--- src/rtl/mhpq_pkg.sv ---
package mhpq_pkg;

	// defaults for the top level parameters
	localparam int DEF_CAPACITY   = 64;
	localparam int DEF_DATA_WIDTH = 32;

	// fixed widths of the channel fields
	localparam int WORD_W  = 32;
	localparam int TOTAL_W = 7;
	localparam int ERR_W   = 2;

	typedef logic signed [WORD_W-1:0] word_t;
	typedef logic [TOTAL_W-1:0]       total_t;
	typedef logic [ERR_W-1:0]         err_t;

	// error codes
	localparam err_t ERR_OK    = 2'd0;
	localparam err_t ERR_FULL  = 2'd1;
	localparam err_t ERR_EMPTY = 2'd2;

	// operation codes
	localparam logic KIND_INSERT = 1'b0;
	localparam logic KIND_DELETE = 1'b1;

	// controller to datapath
	typedef struct packed {
		logic take;        // latch request word, clear error and removed value
		logic ins_begin;   // hole at first free slot, count up
		logic del_begin;   // save root, count down, hole at root
		logic err_full;
		logic err_empty;
		logic rd_parent;   // read parent of hole
		logic rd_last;     // read old last entry
		logic rd_children; // read both children of hole
		logic load_v;      // moving value from read data
		logic wr_hole;     // moving value into hole, walk ends
		logic wr_up;       // parent into hole, hole moves up
		logic wr_down;     // smaller child into hole, hole moves down
		logic out_load;    // capture response word
	} cmd_t;

	// datapath to controller
	typedef struct packed {
		logic req_kind;
		logic full;
		logic empty;
		logic pos_zero;
		logic up_go;
		logic left_in;
		logic down_go;
	} status_t;

endpackage

--- src/rtl/mhpq_ifs.sv ---
// request channel: one operation per word
interface mhpq_req_if;
	logic              valid;
	logic              ready;
	logic              kind;
	mhpq_pkg::word_t   value;

	modport source(output valid, kind, value, input ready);
	modport sink(input valid, kind, value, output ready);
endinterface

// response channel: one result word per operation
interface mhpq_rsp_if;
	logic              valid;
	logic              ready;
	mhpq_pkg::word_t   removed_value;
	mhpq_pkg::word_t   min_value;
	mhpq_pkg::total_t  entry_total;
	logic              is_empty;
	mhpq_pkg::err_t    error_code;

	modport source(output valid, removed_value, min_value, entry_total, is_empty, error_code,
		input ready);
	modport sink(input valid, removed_value, min_value, entry_total, is_empty, error_code,
		output ready);
endinterface

--- src/rtl/mhpq_dp.sv ---
module mhpq_dp #(
	parameter int CAPACITY   = mhpq_pkg::DEF_CAPACITY,
	parameter int DATA_WIDTH = mhpq_pkg::DEF_DATA_WIDTH
) (
	input  logic                clk,
	input  logic                arst_n,
	input  mhpq_pkg::cmd_t      cmd,
	output mhpq_pkg::status_t   sts,
	input  logic                req_kind,
	input  mhpq_pkg::word_t     req_value,
	output mhpq_pkg::word_t     removed_value,
	output mhpq_pkg::word_t     min_value,
	output mhpq_pkg::total_t    entry_total,
	output logic                is_empty,
	output mhpq_pkg::err_t      error_code
);
	import mhpq_pkg::*;

	localparam int AW = $clog2(CAPACITY);
	localparam int CW = $clog2(CAPACITY + 1);
	localparam int PW = CW + 1;

	typedef logic signed [DATA_WIDTH-1:0] data_t;

	// heap storage
	data_t mem [CAPACITY];

	logic [CW-1:0] count_q;
	logic [AW-1:0] pos_q;
	data_t         v_q;
	data_t         root_q;
	data_t         removed_q;
	err_t          err_q;
	data_t         rd_a_q;
	data_t         rd_b_q;

	function automatic word_t to_word(input data_t d);
		return WORD_W'(d);
	endfunction

	// address arithmetic around the hole
	logic [AW-1:0] parent;
	logic [PW-1:0] left_w;
	logic [PW-1:0] right_w;
	logic [PW-1:0] count_w;
	logic          right_in;

	assign parent   = (pos_q - AW'(1)) >> 1;
	assign left_w   = PW'({pos_q, 1'b0}) + PW'(1);
	assign right_w  = left_w + PW'(1);
	assign count_w  = PW'(count_q);
	assign right_in = right_w < count_w;

	// child selection, left wins on a tie
	logic  take_left;
	logic  take_right;
	data_t best_val;
	data_t left_val;
	logic [AW-1:0] best_pos;

	always_comb begin
		take_left = rd_a_q < v_q;
		left_val  = take_left ? rd_a_q : v_q;
		take_right = right_in && (rd_b_q < left_val);
		best_val  = take_right ? rd_b_q : rd_a_q;
		best_pos  = take_right ? right_w[AW-1:0] : left_w[AW-1:0];
	end

	assign sts.req_kind = req_kind;
	assign sts.full     = count_q == CW'(CAPACITY);
	assign sts.empty    = count_q == '0;
	assign sts.pos_zero = pos_q == '0;
	assign sts.up_go    = rd_a_q > v_q;
	assign sts.left_in  = left_w < count_w;
	assign sts.down_go  = take_left || take_right;

	// single write port
	logic          wr_en;
	data_t         wr_data;
	logic [AW-1:0] ra;
	logic [AW-1:0] rb;

	always_comb begin
		wr_en   = cmd.wr_hole || cmd.wr_up || cmd.wr_down;
		wr_data = v_q;
		if (cmd.wr_up) begin
			wr_data = rd_a_q;
		end else if (cmd.wr_down) begin
			wr_data = best_val;
		end
		ra = parent;
		if (cmd.rd_last) begin
			ra = count_q[AW-1:0];
		end else if (cmd.rd_children) begin
			ra = left_w[AW-1:0];
		end
		rb = right_w[AW-1:0];
	end

	// memory with registered reads
	always_ff @(posedge clk) begin
		if (wr_en) begin
			mem[pos_q] <= wr_data;
		end
		if (cmd.rd_parent || cmd.rd_last || cmd.rd_children) begin
			rd_a_q <= mem[ra];
		end
		if (cmd.rd_children) begin
			rd_b_q <= mem[rb];
		end
	end

	// entry count
	always_ff @(posedge clk or negedge arst_n) begin
		if (!arst_n) begin
			count_q <= '0;
		end else if (cmd.ins_begin) begin
			count_q <= count_q + CW'(1);
		end else if (cmd.del_begin) begin
			count_q <= count_q - CW'(1);
		end
	end

	// hole position, moving value, root shadow, result fields
	always_ff @(posedge clk) begin
		if (cmd.ins_begin) begin
			pos_q <= count_q[AW-1:0];
		end else if (cmd.del_begin) begin
			pos_q <= '0;
		end else if (cmd.wr_up) begin
			pos_q <= parent;
		end else if (cmd.wr_down) begin
			pos_q <= best_pos;
		end

		if (cmd.take) begin
			v_q <= DATA_WIDTH'(req_value);
		end else if (cmd.load_v) begin
			v_q <= rd_a_q;
		end

		if (wr_en && pos_q == '0) begin
			root_q <= wr_data;
		end

		if (cmd.del_begin) begin
			removed_q <= root_q;
		end else if (cmd.take) begin
			removed_q <= '0;
		end

		if (cmd.err_full) begin
			err_q <= ERR_FULL;
		end else if (cmd.err_empty) begin
			err_q <= ERR_EMPTY;
		end else if (cmd.take) begin
			err_q <= ERR_OK;
		end

		if (cmd.out_load) begin
			removed_value <= to_word(removed_q);
			min_value     <= (count_q == '0) ? '0 : to_word(root_q);
			entry_total   <= TOTAL_W'(count_q);
			is_empty      <= count_q == '0;
			error_code    <= err_q;
		end
	end

endmodule

--- src/rtl/mhpq_ctrl.sv ---
module mhpq_ctrl (
	input  logic               clk,
	input  logic               arst_n,
	input  logic               req_valid,
	output logic               req_ready,
	output logic               rsp_valid,
	input  logic               rsp_ready,
	input  mhpq_pkg::status_t  sts,
	output mhpq_pkg::cmd_t     cmd
);
	import mhpq_pkg::*;

	localparam logic [2:0] S_IDLE   = 3'd0;
	localparam logic [2:0] S_I_RD   = 3'd1;
	localparam logic [2:0] S_I_CMP  = 3'd2;
	localparam logic [2:0] S_D_LAST = 3'd3;
	localparam logic [2:0] S_D_LOAD = 3'd4;
	localparam logic [2:0] S_D_RD   = 3'd5;
	localparam logic [2:0] S_D_CMP  = 3'd6;
	localparam logic [2:0] S_FIN    = 3'd7;

	logic [2:0] state_q;
	logic [2:0] state_d;
	logic       rsp_valid_q;

	assign rsp_valid = rsp_valid_q;
	assign req_ready = state_q == S_IDLE;

	// next state and commands
	always_comb begin
		cmd     = '0;
		state_d = state_q;
		case (state_q)
			S_IDLE: begin
				if (req_valid) begin
					cmd.take = 1'b1;
					if (sts.req_kind == KIND_INSERT) begin
						if (sts.full) begin
							cmd.err_full = 1'b1;
							state_d      = S_FIN;
						end else begin
							cmd.ins_begin = 1'b1;
							state_d       = S_I_RD;
						end
					end else begin
						if (sts.empty) begin
							cmd.err_empty = 1'b1;
							state_d       = S_FIN;
						end else begin
							cmd.del_begin = 1'b1;
							state_d       = S_D_LAST;
						end
					end
				end
			end
			S_I_RD: begin
				if (sts.pos_zero) begin
					cmd.wr_hole = 1'b1;
					state_d     = S_FIN;
				end else begin
					cmd.rd_parent = 1'b1;
					state_d       = S_I_CMP;
				end
			end
			S_I_CMP: begin
				if (sts.up_go) begin
					cmd.wr_up = 1'b1;
					state_d   = S_I_RD;
				end else begin
					cmd.wr_hole = 1'b1;
					state_d     = S_FIN;
				end
			end
			S_D_LAST: begin
				// the heap emptied: nothing to move
				if (sts.empty) begin
					state_d = S_FIN;
				end else begin
					cmd.rd_last = 1'b1;
					state_d     = S_D_LOAD;
				end
			end
			S_D_LOAD: begin
				cmd.load_v = 1'b1;
				state_d    = S_D_RD;
			end
			S_D_RD: begin
				if (!sts.left_in) begin
					cmd.wr_hole = 1'b1;
					state_d     = S_FIN;
				end else begin
					cmd.rd_children = 1'b1;
					state_d         = S_D_CMP;
				end
			end
			S_D_CMP: begin
				if (sts.down_go) begin
					cmd.wr_down = 1'b1;
					state_d     = S_D_RD;
				end else begin
					cmd.wr_hole = 1'b1;
					state_d     = S_FIN;
				end
			end
			S_FIN: begin
				// wait for the response register to be free
				if (!rsp_valid_q || rsp_ready) begin
					cmd.out_load = 1'b1;
					state_d      = S_IDLE;
				end
			end
			default: begin
				state_d = S_IDLE;
			end
		endcase
	end

	always_ff @(posedge clk or negedge arst_n) begin
		if (!arst_n) begin
			state_q     <= S_IDLE;
			rsp_valid_q <= 1'b0;
		end else begin
			state_q <= state_d;
			if (cmd.out_load) begin
				rsp_valid_q <= 1'b1;
			end else if (rsp_ready) begin
				rsp_valid_q <= 1'b0;
			end
		end
	end

endmodule

--- src/rtl/min_heap_priority_queue_core.sv ---
// Bounded binary min-heap priority queue.
// req channel: kind selects insert (value is stored) or delete of the minimum.
// rsp channel: one word per request with the removed value, the new minimum,
// the entry count, an empty flag and an error code (full on insert, empty on
// delete; the heap is left unchanged in both cases).
// One request is processed at a time; req.ready is high only while idle.
// An error goes straight to the response, and a delete that empties the heap
// moves nothing. An insert climbs from the first free slot toward the root, and
// a delete moves the last entry to the root and lets it sink toward a leaf. Each
// level costs a registered read of the single heap memory followed by a compare
// and one write. Once the response is loaded the block is idle again and takes
// the next request.
// The response sits in an output register; a finished request waits there
// while the sink stalls, and a new request is accepted in the meantime, but
// its result is held back until the previous word is taken.
// Reset clears the entry count and the handshake state; the heap memory itself
// is not cleared, since a slot's content is used only after it has been written.
module min_heap_priority_queue_core #(
	parameter int CAPACITY   = mhpq_pkg::DEF_CAPACITY,
	parameter int DATA_WIDTH = mhpq_pkg::DEF_DATA_WIDTH
) (
	input logic        clk,
	input logic        arst_n,
	mhpq_req_if.sink   req,
	mhpq_rsp_if.source rsp
);
	import mhpq_pkg::*;

	cmd_t    cmd;
	status_t sts;

	mhpq_ctrl u_ctrl (
		.clk       (clk),
		.arst_n    (arst_n),
		.req_valid (req.valid),
		.req_ready (req.ready),
		.rsp_valid (rsp.valid),
		.rsp_ready (rsp.ready),
		.sts       (sts),
		.cmd       (cmd)
	);

	mhpq_dp #(
		.CAPACITY   (CAPACITY),
		.DATA_WIDTH (DATA_WIDTH)
	) u_dp (
		.clk           (clk),
		.arst_n        (arst_n),
		.cmd           (cmd),
		.sts           (sts),
		.req_kind      (req.kind),
		.req_value     (req.value),
		.removed_value (rsp.removed_value),
		.min_value     (rsp.min_value),
		.entry_total   (rsp.entry_total),
		.is_empty      (rsp.is_empty),
		.error_code    (rsp.error_code)
	);

`ifndef SYNTHESIS
	// an accepted request makes the block busy
	a_busy_after_take: assert property (@(posedge clk) disable iff (!arst_n)
		req.valid && req.ready |=> !req.ready)
		else $error("request accepted while busy");

	// a pending response word is never overwritten
	a_no_overwrite: assert property (@(posedge clk) disable iff (!arst_n)
		cmd.out_load |-> (!rsp.valid || rsp.ready))
		else $error("response overwritten before it was taken");

	// sift-up never moves the hole above the root
	a_up_below_root: assert property (@(posedge clk) disable iff (!arst_n)
		cmd.wr_up |-> !sts.pos_zero)
		else $error("sift-up step at the root");
`endif

endmodule

--- src/flat_wrapper.sv ---
// flat-port wrapper written by rule: the top's interface ports become plain ports
module min_heap_priority_queue_core_flat import mhpq_pkg::*;
#(
	parameter int CAPACITY   = mhpq_pkg::DEF_CAPACITY,
	parameter int DATA_WIDTH = mhpq_pkg::DEF_DATA_WIDTH
)
  (clk, arst_n, req_valid, req_kind, req_value, req_ready, rsp_valid, rsp_removed_value, rsp_min_value, rsp_entry_total, rsp_is_empty, rsp_error_code, rsp_ready);
  mhpq_req_if req_i ();
  mhpq_rsp_if rsp_i ();
  input logic clk;
  input logic arst_n;
  input wire logic [$bits(req_i.valid)-1:0] req_valid;
  input wire logic [$bits(req_i.kind)-1:0] req_kind;
  input wire logic [$bits(req_i.value)-1:0] req_value;
  output wire logic [$bits(req_i.ready)-1:0] req_ready;
  output wire logic [$bits(rsp_i.valid)-1:0] rsp_valid;
  output wire logic [$bits(rsp_i.removed_value)-1:0] rsp_removed_value;
  output wire logic [$bits(rsp_i.min_value)-1:0] rsp_min_value;
  output wire logic [$bits(rsp_i.entry_total)-1:0] rsp_entry_total;
  output wire logic [$bits(rsp_i.is_empty)-1:0] rsp_is_empty;
  output wire logic [$bits(rsp_i.error_code)-1:0] rsp_error_code;
  input wire logic [$bits(rsp_i.ready)-1:0] rsp_ready;
  assign req_i.valid = req_valid;
  assign req_i.kind = req_kind;
  assign req_i.value = req_value;
  assign req_ready = req_i.ready;
  assign rsp_valid = rsp_i.valid;
  assign rsp_removed_value = rsp_i.removed_value;
  assign rsp_min_value = rsp_i.min_value;
  assign rsp_entry_total = rsp_i.entry_total;
  assign rsp_is_empty = rsp_i.is_empty;
  assign rsp_error_code = rsp_i.error_code;
  assign rsp_i.ready = rsp_ready;
  min_heap_priority_queue_core #(.CAPACITY(CAPACITY), .DATA_WIDTH(DATA_WIDTH)) u_core (.clk(clk), .arst_n(arst_n), .req(req_i), .rsp(rsp_i));
endmodule
--- config.mk ---
export PLATFORM = sky130hd
export DESIGN_NAME = min_heap_priority_queue_core_flat
export DESIGN_NICKNAME = d
export VERILOG_FILES = /design/src/rtl/mhpq_pkg.sv /design/src/rtl/mhpq_ifs.sv /design/src/rtl/mhpq_dp.sv /design/src/rtl/mhpq_ctrl.sv /design/src/rtl/min_heap_priority_queue_core.sv /design/src/flat_wrapper.sv
export SDC_FILE = /design/constraint.sdc
export NUM_CORES = 2
export LEC_CHECK = 0
export ABC_CLOCK_PERIOD_IN_PS = 16650
export BUFFER_PORTS_ARGS = -buffer_cell sky130_fd_sc_hd__buf_2
export CAP_MARGIN = 15
export CORE_ASPECT_RATIO = 1.4
export CORE_UTILIZATION = 50
export CTS_CLUSTER_SIZE = 20
export DETAILED_ROUTE_END_ITERATION = 10
export PLACE_DENSITY = 0.73
export SETUP_SLACK_MARGIN = 0.02
export SYNTH_ARGS = -nofsm -noshare
export SYNTH_HDL_FRONTEND = slang
export SYNTH_SLANG_ARGS = --single-unit
--- constraint.sdc ---
create_clock -name clk -period 16.65 [get_ports clk]
set_input_delay 1.665 -clock clk [delete_from_list [all_inputs] [get_ports clk]]
set_output_delay 1.665 -clock clk [all_outputs]
set_load 0.05 [all_outputs]
**Yosys cells after proc, flatten, opt, wreduce, memory -nomap -nowiden**

Memory sizes are Yosys's and may differ from the RTL's. A register that Yosys moved wholly into a read port is not among the register bits.
Cells that the tools add are included.

- Register bits: 189
- Latch bits: 0
- Bits in writable memories: 2,048
- Memory bits (read-only): 0
- Output and inout port bits: 76
- Word-level logic and storage cells: 114
- Memories: 1

Memory list:

| name | words | width | rd ports | clocked after memory_dff | write ports | line | source |
|---|---|---|---|---|---|---|---|
| u_core.u_dp.mem | 64 | 32 | 2 | 2 | 1 | mhpq_dp.sv:26 | `data_t mem [CAPACITY];` |

- $add $sub $neg: 5
- Multiply operators: 0
- Div/mod/pow operators: 0
- $lt $le $gt $ge: 5
- Equal/unequal tests: 10
- Shift-type cells: 0
- Multiplexer cells: 61
- Bitwise operators: 0
- Reductions and logical operators: 19

Operator list:

| kind | count |
|---|---|
| 32-bit two-way mux | 8 |
| 32-bit less-than comparator | 2 |
| 6-bit two-way mux | 7 |
| 32-bit greater-than comparator | 1 |
| 1-bit two-way mux | 29 |
| 3-bit case mux with 8 select lines | 1 |
| 3-bit two-way mux | 7 |
| 8-bit by 7-bit less-than comparator with 1-bit output | 2 |
| 7-bit two-way mux | 2 |
| 3-bit == test (second input constant) | 4 |
| 5-bit two-way mux | 2 |
| 2-bit nonzero test | 5 |
| 7-bit by 1-bit adder with 8-bit output (second input constant) | 1 |
| 8-bit by 1-bit adder with 8-bit output (second input constant) | 1 |
| 2-bit two-way mux | 4 |
| 7-bit by 1-bit adder with 7-bit output (second input constant) | 1 |
| 7-bit == test (second input constant) | 1 |
| 7-bit logical NOT | 1 |
| 7-bit by 1-bit subtractor with 7-bit output (second input constant) | 1 |
| 3-bit by 2-bit == test with 1-bit output (second input constant) | 2 |
| 6-bit logical NOT | 1 |
| 1-bit logical OR | 6 |
| 6-bit by 1-bit subtractor with 6-bit output (second input constant) | 1 |
| 2-bit inequality test (second input constant) | 2 |
| 7 further kinds | 8 |

**Longest topological paths before layout**

- Depth in word-level cells: 11
- Depth in mapped cells: 22

**Modules after synthesis**

A second synthesis with hierarchy kept.

- Cells, all modules: 7,046
- Area, all modules: 101,959.0 um^2

By module, submodules not included:

| module | times used | cells each | area an instance (um^2) | sequential area each (um^2) |
|---|---|---|---|---|
| mhpq_dp | 1 | 6,990 | 101,489.8 | 68,921.1 |
| mhpq_ctrl | 1 | 56 | 469.2 | 100.1 |

**Worst setup path before layout**

Ideal clock, no wire load.

- Path kind: register -> register
- From: reg u_core.u_dp.rd_a_q[7], read port of u_core.u_dp.mem
- To: mem u_core.u_dp.mem[0][27] (netlist name) (data pin)
- Library setup time: 369 ps
- Arrival: 6,218 ps
- Required time: 16,281 ps
- Slack: 10,064 ps
- Stages on the path, launching flop included: 20
- Period minus slack after synthesis: 6,586 ps
- Cell sequence: edfxtp_1 > ha_1 > a21oi_1 > nand3_1 > a221o_1 > o31a_1 > nor4_4 > clkbuf_1 > mux2i_1 > ha_1 > nand4_1 > nor3_2 > nand2_1 > nor3_1 > a2111oi_0 > mux2_4 > or4b_4 > a21oi_2 > clkbuf_1 > a221o_1

- Longest elaborated chain between the ends: 9
- Elaborated cells between the ends (all ways): 13
- Classes of those cells: order compare (3); mux (8); reduce/logical (2)

Ends and longest elaborated chain:

| what | line | source |
|---|---|---|
| from (decl) | mhpq_dp.sv:34 | `data_t rd_a_q;` |
| 32-bit less-than comparator | mhpq_dp.sv:62 | `take_left = rd_a_q < v_q;` |
| 32-bit two-way mux | mhpq_dp.sv:63 | `left_val = take_left ? rd_a_q : v_q;` |
| 32-bit less-than comparator | mhpq_dp.sv:64 | `take_right = right_in && (rd_b_q < left_val);` |
| 1-bit logical AND | mhpq_dp.sv:64 |  |
| 1-bit logical OR | mhpq_dp.sv:75 | `assign sts.down_go = take_left \|\| take_right;` |
| 1-bit two-way mux | mhpq_ctrl.sv:97 | `if (sts.down_go) begin` |
| 1-bit two-way mux | mhpq_ctrl.sv:33 | `case (state_q)` |
| 32-bit two-way mux | mhpq_dp.sv:88 | `end else if (cmd.wr_down) begin` |
| 32-bit two-way mux * | mhpq_dp.sv:86 | `if (cmd.wr_up) begin` |
| via u_core.u_dp.wr_data[27] | mhpq_dp.sv:79 | `data_t wr_data;` |
| to (decl) | mhpq_dp.sv:26 |  |

The timed path passes the listed nets; every way through them passes the cells marked *.

**Worst setup path in the final report**

- From: reg u_core.u_dp.rd_a_q[19], read port of u_core.u_dp.mem
- To: mem u_core.u_dp.mem[56][14] (netlist name) (data pin)

Same word-level chain as after synthesis.

==> reports/results.tsv <==
stage	metric	value	unit
placed_design	Port Buffers	112	
logic_synthesis	Synth top area share	70.4	%
logic_synthesis	Netlist cell types	68	
timing	Max Clock Freq	117	MHz
logic_synthesis	Synth Net Count	5229	
clocking	CTS H-tree lvls	4	
clocking	clk root buf	clkbuf_16	
logic_synthesis	synth warn	0	
timing	minimum clock period	8.52	ns
routing	via count	58300	
critical_path	Crit Path Category	reg2reg	
timing	Clock Skews	0.0594	ns
layout	most common cell after layout, fill and taps aside	edfxtp_1	
timing	Rel. slew slack	16.8	%
timing	setup TNS	0	ns
hold_path	min-delay src	u_core.u_dp.removed_q[31]	
logic_synthesis	Synth async-reset ratio	0.478	%
clocking	Post-CTS Setup Bufs	0	
logic_synthesis	main area contributors after synthesis	edfxtp_1 70%, mux4_2 18%, nand2_1 1.9%	
run_status	status	completed	
layout	most frequent cells in the layout	2,288 x edfxtp_1, 767 x mux4_2, 494 x nand2_1, 211 x nand3_1, 205 x clkbuf_16	
logic_synthesis	cells after synthesis	5109	
placed_design	Cells after DPL	7646	
timing	endpoints failing setup	0	
routing	Iter 0 DRT Violations	11500	
logic_synthesis	Cell Area, Synth	97700	um^2
critical_path	Crit Path Max Fanout	65	
routing	routed wire length	331	mm
timing	Max Slew Vio Count	0	
floorplan	Initial Util	50.4	%
timing	hold slack	0.419	ns
clocking	CTS Buffer Depth	4	
hold_path	Hold Path End	u_core.u_dp.removed_value[31]	
global_routing	vias in the first global route	56000	
layout	Area Overhead vs Synth	11.4	%
global_routing	pin count of the biggest net entering global routing	153	
global_routing	grt ovf	0	
critical_path	r2r setup slk	8.13	ns
clocking	clock-pin slew on the worst setup and hold paths	0.06	ns
placed_design	HPWL Detailed	177	mm
global_routing	gr usage total	33.4	%
routing	First-pass DRT Iterations	6	
timing	Final Hold Viols	0	
logic_synthesis	EDFF count, synth	2288	
layout	Layout Cells excl Fill	8022	
floorplan	Rows	191	
clocking	worst-skew pair later-pin latency	0.88	ns
critical_path	path depth of the worst reg2reg path	19	
flow_run	Max Cap Violations	0	
logic_synthesis	Syn Area/Cell	19.1	um^2
clocking	clk sinks	2301	
logic_synthesis	ys flop type	edfxtp_1	
routing	Wirelength per Cell	41.2	um
timing	Slew @ Worst Pin	1.25	ns
logic_synthesis	Seq/Total Area, Yosys	70.7	%
critical_path	r2r endpoint	u_core.u_dp.mem[56][14]	
floorplan	DIE AREA	197000	um^2
clocking	CTS tree	built	
global_routing	first-pass GRT wire length	449	mm
floorplan	core box area	194000	um^2
critical_path	CP startpoint kind	flop	
timing	RSZ-0062 raised after global routing	false	
floorplan	Die W	376	um
floorplan	Die Y-Extent	525	um
clocking	Post-CTS Resized	0	
hold_path	worst min path class	reg2reg	
placed_design	RD Place Congestion	0.975	
routing	via/cell ratio	7.27	
critical_path	Reg-to-Reg Start	u_core.u_dp.rd_a_q[19]	
critical_path	Worst EP arrival	8.98	ns
logic_synthesis	leading area contributor after synthesis	edfxtp_1	
hold_path	hold depth	0	
layout	final net count	5376	
critical_path	nature of the critical path endpoint	flop	
critical_path	Critical Path RT	17.11	ns
timing	fin crit share	51.2	%
global_routing	initial antenna violation count	19	
floorplan	num ports	113	
clocking	hold buffers post-CTS	0	
logic_synthesis	Yosys reg bits	2301	
routing	ANT nets after route	0	
layout	share of cells above drive strength 1	27.2	%
routing	drt drc	0	
clocking	CTS Buf Count	201	
-- worst max-delay path by stage --
stage	endpoint	slack, ns	startpoint	cells after the start
final	u_core.u_dp.mem[56][14]	8.13	u_core.u_dp.rd_a_q[19]	19
after global routing	u_core.u_dp.mem[58][14]	7.95	u_core.u_dp.v_q[19]	20
after CTS	u_core.u_dp.mem[18][30]	8.54	u_core.u_dp.rd_a_q[19]	19
after detailed placement	u_core.u_dp.mem[21][30]	8.57	u_core.u_dp.rd_a_q[19]	19
after global placement	u_core.u_dp.mem[56][30]	8.78	u_core.u_dp.rd_a_q[19]	19
after floorplan	u_core.u_dp.mem[0][27]	10.06	u_core.u_dp.rd_a_q[7]	19
-- state kept, by name, summed over array words and instances, names as in the netlist --
signal / flops
u_core.u_dp.mem: 2048
u_core.u_dp.min_value: 32
u_core.u_dp.rd_a_q: 32
u_core.u_dp.rd_b_q: 32
u_core.u_dp.removed_q: 32
u_core.u_dp.removed_value: 32
u_core.u_dp.root_q: 32
u_core.u_dp.v_q: 32
u_core.u_dp.count_q: 7
u_core.u_dp.entry_total: 7
u_core.u_dp.pos_q: 6
u_core.u_ctrl.state_q: 3
u_core.u_dp.err_q: 2
u_core.u_dp.error_code: 2
u_core.u_ctrl.rsp_valid: 1
u_core.u_dp.is_empty: 1
-- cell type report --
| type | instances | area, um^2 |
|---|---|---|
| fillers | 14100 | 85000 |
| flip-flops and latches | 2301 | 69000 |
| multi-input cells | 2428 | 27800 |
| clock buffers | 237 | 5250 |
| well taps | 2605 | 3260 |
| repair buffers | 271 | 2030 |
| clock inverters | 115 | 1140 |
| inverters | 53 | 199 |
| diodes | 12 | 30.0 |
-- metal layers --
layer  GRT usage, %  share of wire [%]  up-vias
met5              0              0.041        -
met4           23.7                8.5       18
met2           50.4                 45     5795
li1               -                  -    21500
met3           10.8                 16     1402
met1           40.6                 31    29600
-- Yosys cell counts, drive strengths merged (2+ instances only) --
library cell / count
nand2: 494
mux2: 5
nor3b: 34
a31o: 6
dfrtp: 11
a22o: 61
and2: 43
or4: 3
nand4: 40
nor4: 3
or2: 2
o22ai: 3
or3: 7
dfxtp: 2
nor3: 14
and4: 2
mux4: 767
a31oi: 12
o21bai: 5
o21ai: 25
edfxtp: 2288
nand2b: 7
nand3: 211
a221oi: 3
xor2: 6
ha: 82
o21a: 4
nor2: 159
a32oi: 33
and3: 3
a22oi: 131
a21o: 9
a21oi: 69
nor2b: 45
clkinv: 2
clkbuf: 217
nand3b: 2
a211oi: 6
mux2i: 36
a2111oi: 2
a221o: 34
inv: 51
xnor2: 11
o211ai: 36
buf: 110
-- critical path, cell delays in order, from the launching register on --
cell       delay [ns]
edfxtp_1         0.44
ha_1             0.33
a21oi_1          0.14
o21ai_0          0.12
a221oi_1         0.79
nor2_1           0.23
nor4_4           0.34
buf_4            0.38
mux2i_1          0.25
ha_1             0.26
a211oi_1         0.20
o21ai_0          0.12
a211oi_1         0.79
o21ai_0          0.32
a2111oi_0        0.50
mux2_4           0.26
or4b_4           0.15
and2_1           0.37
a31o_2           0.89
a221o_2          1.13
-- kinds of logic (layout without fill, tap and decap cells) --
family / after synthesis / in the layout / synth area share (%)
DFF: 2301 / 2301 / 70.7
and+or+nand+nor: 1072 / 1072 / 5.00
muxes: 808 / 808 / 18.1
AOI/OAI and AO/OA: 448 / 448 / 3.43
buffers and inverters: 380 / 676 / 1.55
adders and majority gates: 83 / 83 / 1.07
xor gates and xnor gates: 17 / 17 / 0.152
other: 0 / 12 / 0
-- stage by stage --
stage	area (um^2)	setup slack, ns	utilization (%)
finish	109000	8.13	56.1
CTS	108000	8.54	56.0
floorplan	97700	10.06	-
global route	109000	7.95	56.1
global placement	102000	8.78	52.7
detailed placement	102000	8.57	52.7
Power is not shown: default switching activity piles up to over one toggle a cycle in this logic, so the estimate is an artifact.
